--- src/hdl/sorted_deadline_timer_queue_core_assert.svh ---
// Assertion macros for the timer queue RTL.
// No dependencies; included by the core, which checks its own logic.
`ifndef SORTED_DEADLINE_TIMER_QUEUE_CORE_ASSERT_SVH
`define SORTED_DEADLINE_TIMER_QUEUE_CORE_ASSERT_SVH

// Same-cycle implication under an active-low reset.
`define SDTQ_ASSERT_NOW(label, clk, rstn, ante, cons, msg) \
    label: assert property (@(posedge clk) disable iff (!rstn) (ante) |-> (cons)) \
        else $error(msg);

// Next-cycle implication under an active-low reset.
`define SDTQ_ASSERT_NEXT(label, clk, rstn, ante, cons, msg) \
    label: assert property (@(posedge clk) disable iff (!rstn) (ante) |=> (cons)) \
        else $error(msg);

`endif

--- src/hdl/sdtq_pkg.sv ---
// Types and constants for the sorted deadline timer queue.
// No dependencies; used by the cell, the chain and the top level.
package sdtq_pkg;

    localparam logic [63:0] ALL_ONES = {64{1'b1}};
    localparam logic [31:0] TPS_RESET = 32'd10000000;
    localparam int MAX_RESULTS = 16;

    localparam logic CMD_ADD     = 1'b0;
    localparam logic CMD_EXPIRE  = 1'b1;
    localparam logic STATUS_OK   = 1'b0;
    localparam logic STATUS_FULL = 1'b1;

    typedef struct packed {
        logic        command;
        logic [63:0] now_time;
        logic [15:0] event_tag;
        logic [31:0] wait_seconds;
    } in_item_t;

    typedef struct packed {
        logic        fired;
        logic [15:0] fired_tag;
        logic [63:0] next_compare;
        logic        compare_update;
        logic        status;
        logic        last;
    } out_item_t;

    typedef struct packed {
        logic [63:0] deadline;
        logic [15:0] tag;
    } entry_t;

    typedef struct packed {
        logic   insert;
        logic   pop;
        entry_t entry;
    } chain_op_t;

endpackage

--- src/hdl/sdtq_cell.sv ---
// One queue cell: holds an entry and shifts it toward either neighbor.
// Depends on sdtq_pkg.
module sdtq_cell (
    input  logic               aclk,
    input  sdtq_pkg::chain_op_t op,
    input  logic               occupied,
    input  logic               left_keep,
    input  sdtq_pkg::entry_t   left_entry,
    input  sdtq_pkg::entry_t   right_entry,
    output sdtq_pkg::entry_t   entry,
    output logic               keep
);

    sdtq_pkg::entry_t entry_reg;
    sdtq_pkg::entry_t entry_next;

    // An occupied cell whose deadline is not later than the new one stays put.
    assign keep  = occupied && (entry_reg.deadline <= op.entry.deadline);
    assign entry = entry_reg;

    always_comb begin
        entry_next = entry_reg;
        if (op.insert && !keep) begin
            entry_next = left_keep ? op.entry : left_entry;
        end else if (op.pop) begin
            entry_next = right_entry;
        end
    end

    always_ff @(posedge aclk) begin
        entry_reg <= entry_next;
    end

endmodule

--- src/hdl/sdtq_chain.sv ---
// Row of queue cells kept in ascending deadline order, head at cell zero.
// Depends on sdtq_pkg and sdtq_cell.
module sdtq_chain #(
    parameter int DEPTH = 16
) (
    input  logic                         aclk,
    input  sdtq_pkg::chain_op_t          op,
    input  logic [$clog2(DEPTH+1)-1:0]   count,
    output sdtq_pkg::entry_t             head_entry,
    output sdtq_pkg::entry_t             second_entry,
    output logic                         head_keep
);

    localparam int CNT_W = $clog2(DEPTH + 1);

    sdtq_pkg::entry_t entries [DEPTH];
    logic             keeps   [DEPTH];

    for (genvar i = 0; i < DEPTH; i++) begin : g_cell
        sdtq_pkg::entry_t left_entry;
        sdtq_pkg::entry_t right_entry;
        logic             left_keep;

        if (i == 0) begin : g_first
            assign left_entry = op.entry;
            assign left_keep  = 1'b1;
        end else begin : g_mid
            assign left_entry = entries[i-1];
            assign left_keep  = keeps[i-1];
        end

        if (i == DEPTH - 1) begin : g_end
            assign right_entry = entries[i];
        end else begin : g_inner
            assign right_entry = entries[i+1];
        end

        sdtq_cell u_cell (
            .aclk        (aclk),
            .op          (op),
            .occupied    (count > CNT_W'(i)),
            .left_keep   (left_keep),
            .left_entry  (left_entry),
            .right_entry (right_entry),
            .entry       (entries[i]),
            .keep        (keeps[i])
        );
    end

    assign head_entry   = entries[0];
    assign second_entry = entries[1];
    assign head_keep    = keeps[0];

endmodule
--- config.mk ---
export PLATFORM = sky130hd
export DESIGN_NAME = sdtq_chain
export DESIGN_NICKNAME = d
export VERILOG_FILES = /design/src/hdl/sorted_deadline_timer_queue_core_assert.svh /design/src/hdl/sdtq_pkg.sv /design/src/hdl/sdtq_cell.sv /design/src/hdl/sdtq_chain.sv
export SDC_FILE = /design/constraint.sdc
export NUM_CORES = 2
export LEC_CHECK = 0
export ABC_AREA = 1
export BUFFER_PORTS_ARGS = -buffer_cell sky130_fd_sc_hd__buf_2
export CAP_MARGIN = 0
export CORE_UTILIZATION = 35
export DETAILED_ROUTE_END_ITERATION = 8
export PLACE_DENSITY = 0.58
export REMOVE_ABC_BUFFERS = 1
export SLEW_MARGIN = 20
export SYNTH_ARGS = -nofsm -noshare
export SYNTH_HDL_FRONTEND = slang
export SYNTH_SLANG_ARGS = --single-unit
--- constraint.sdc ---
create_clock -name aclk -period 10.2 [get_ports aclk]
set_input_delay 3.06 -clock aclk [delete_from_list [all_inputs] [get_ports aclk]]
set_output_delay 3.06 -clock aclk [all_outputs]
set_load 0.03 [all_outputs]
==> out/metrics.cfg <==
[status]
status = finished, final reports clean

[floorplan]
core_um2 = 265600
io_pins = 249
fp-row-count = 189
die_y_um = 519.4
fp.dieW_um = 519.4
start_util_pct = 35.27
die-area_um2 = 269700

[logic_synthesis]
yosys_register_bits = 1280
yosysSeqAreaShare_pct = 41.03
yosys.area.top_type = edfxtp_1
netlist_instances = 12560
synth_area_per_cell_um2 = 7.460
syn_area_um2 = 93680
yosysWarningCount = 0
synth.area.top_cells = edfxtp_1 (41%), nand2_1 (26%), ha_1 (14%), nand3_1 (7.3%), a21oi_1 (2.6%)
yosysUniqueCellTypes = 34
synth.top_cell.area_share_pct = 41.03

[setup_path]
worst-path-max-fanout = 13
timing_worst_setup_path_type = input port to output pin
critPathMaxStageDelay_ns = 0.45
path_cells = buf_2, inv_1, ha_1, nand2_1, nor2_1, nand2_1, nor2_1, nand2_1, nor2_1, nand2_1, nand3_1, nand2_1, nand2_1, nand2_4, nand2_4, inv_1, buf_2
worst-endpoint-arrival_ns = 6.19
crit_path_top_delay_cell = nor2_1
timing.critical_path.mode_cell = nand2_1
cp-end-kind = output pin
worstPathRequired_ns = 7.14
cp-start-kind = input port

[timing]
hold_violations = 0
finalCriticalPeriod_ns = 9.255
max_freq_mhz = 108.1
slew-limit-headroom_pct = 20.94
rsz0062_at_grt = no
whs_ns = 0.5204
setup_viol = 0
slew_viol_final = 0
max_slew.worst_pin.slew_ns = 1.177
fin_crit_sh_pct = 90.73
skew_ns = 0.07642
totalNegativeSetupSlack_ns = 0
setup_slack_ns = 0.9453

[pwr]
power.switching_w = 0.01608
p_leak_nw = 51.75
power_density_nw_per_um2 = 320.8
clkPwrFrac_pct = 16.7
p_comb_share_pct = 48.9
seq_power_share_pct = 34.4
peakVddDrop_mv = 0.2664
netSwitchingFraction_pct = 48.47
p_total_w = 0.03318
internal_power_w = 0.01710

[clock_tree]
clock-sinks = 1280
hold_buffers = 0
clk-insertion-delay-late_ns = 0.89
cts_root_buffer = clkbuf_16
clk_pin_slew_ns = 0.06
clock_path_buffers = 4
htreeDepth = 4
cts_setup_buffers = 0
cts_resized = 0
cts_tree = yes
cts-buffers-inserted = 165

[placed_design]
place.gp.congestion = 0.9930
port_buffers = 248
dpl_worst_slack_ns = 1.070
dp_hpwl_um = 256900
placedCellCount = 15870

[detailed_routing]
drcViolationCount = 0
routed_wl_um = 369800
ant_nets = 0
dr_total_vias = 86030
via_per_inst = 5.323
wl_per_cell_um = 22.88
firstDrtPassIters = 8
drtIter0Drc = 8923

[layout]
area_growth_pct = 10.39
largest_reg_flops = 1280
stdcell_count = 16160
drive_above_1_share_pct = 6.029
final_nets = 13610

[global_route]
grt-ovfl-total = 0
grt_max_degree = 81
grt_usage_pct = 26.67
grt_pass1_vias = 82150
grt_pass1_wl_um = 542900
antenna_found_initial = 24

[run]
cap_violations = 0

[min_path]
hold_path.class = flip-flop to flip-flop

==> routing by layer <==
metal,share of wire [%],vias to the layer above,global-route usage [%],routed length (um)
met5,0.087,-,0.3861,320
met4,5.9,34,14.02,21790
met3,9.2,823,5.166,33850
met2,45,3900,43.09,165500
met1,40,39770,33.65,148300
li1,-,41500,-,-
==> final cells by class <==
class | instances | area, um2
Antenna cell | 6 | 15.01
Clock inverter | 78 | 432.9
Timing Repair Buffer | 455 | 2945
Multi-Input combinational cell | 10110 | 50910
Clock buffer | 211 | 4365
Tap cell | 3533 | 4420
Inverter | 493 | 1882
Fill cell | 27780 | 162200
Sequential cell | 1280 | 38440
==> critical path, delay by kind of cell <==
kind                       cells  cell delay, ns
and+or+nand+nor               12            2.05
buffers and inverters          4            0.77
adders and majority gates      1            0.32
==> logic make-up after synthesis <==
kind of cell | after synthesis | share of synthesized area (%)
buffers and inverters | 1172 | 5.168
adders and majority gates | 1024 | 13.68
and+or+nand+nor | 8241 | 35.39
DFF | 1280 | 41.03
AOI/OAI and AO/OA | 841 | 4.732
==> path summary, 6_finish.rpt <==
kind,from,depth (start not counted),slack (ns),to
max,op[47],17,0.95,head_keep
min,g_cell[15].u_cell.entry[9],2,0.52,g_cell[14].u_cell.entry[9]
max reg2reg,g_cell[6].u_cell.entry[39],16,4.48,g_cell[6].u_cell.entry[31]
min reg2reg,g_cell[15].u_cell.entry[9],2,0.52,g_cell[14].u_cell.entry[9]
==> through the flow <==
stage | cell area, um2 | util, %
2_1_floorplan | 90690 | -
3_3_place_gp | 98580 | 37.12
3_5_place_dp | 98590 | 37.13
4_1_cts | 103400 | 38.93
5_1_grt | 103400 | 38.94
6_report | 103400 | 38.94
==> power groups by stage <==
stage               combinational, W  sequential [W]  clock, W
floorplan                    0.00974          0.0113         0
global placement              0.0158          0.0114         0
detailed placement            0.0159          0.0114         0
CTS                           0.0160          0.0114   0.00561
global route                  0.0180          0.0117   0.00579
finish                        0.0162          0.0114   0.00555
==> cells in the mapped netlist <==
cell and n:
clkbuf_1 326, nand3_1 1371, nand3b_1 9, inv_2 18
a21oi_4 1, a21o_1 16, o211ai_1 4, a21oi_2 1
o21ai_0 230, nor3_2 6, ha_1 1024, a31oi_1 1
nor4_1 13, nor2_1 260, buf_1 66, nand2_1 6408
nand2_2 35, o21ai_1 47, buf_2 269, nand2_4 2
o21bai_1 19, buf_6 10, a21oi_1 478, nand4_1 86
nor2_2 1, nor3b_1 4, nor3_1 41, nor4b_1 1
buf_4 8, o21a_1 44, and2_1 2, inv_1 475
edfxtp_1 1280, and3_1 2
==> layout by cell type, fill, tap and decap left out, types with 44 or more instances in the layout <==
cell type	netlist	layout
inv_1	475	475
nand2_1	6408	6383
o21a_1	44	44
buf_4	8	195
nor2_1	260	259
clkbuf_16	0	168
edfxtp_1	1280	1280
nand3_1	1371	1370
nand4_1	86	86
a21oi_1	478	476
buf_2	269	248
ha_1	1024	1024
o21ai_0	230	230
nand2_4	2	61
No activity file was read; power rests on OpenSTA's default activity.
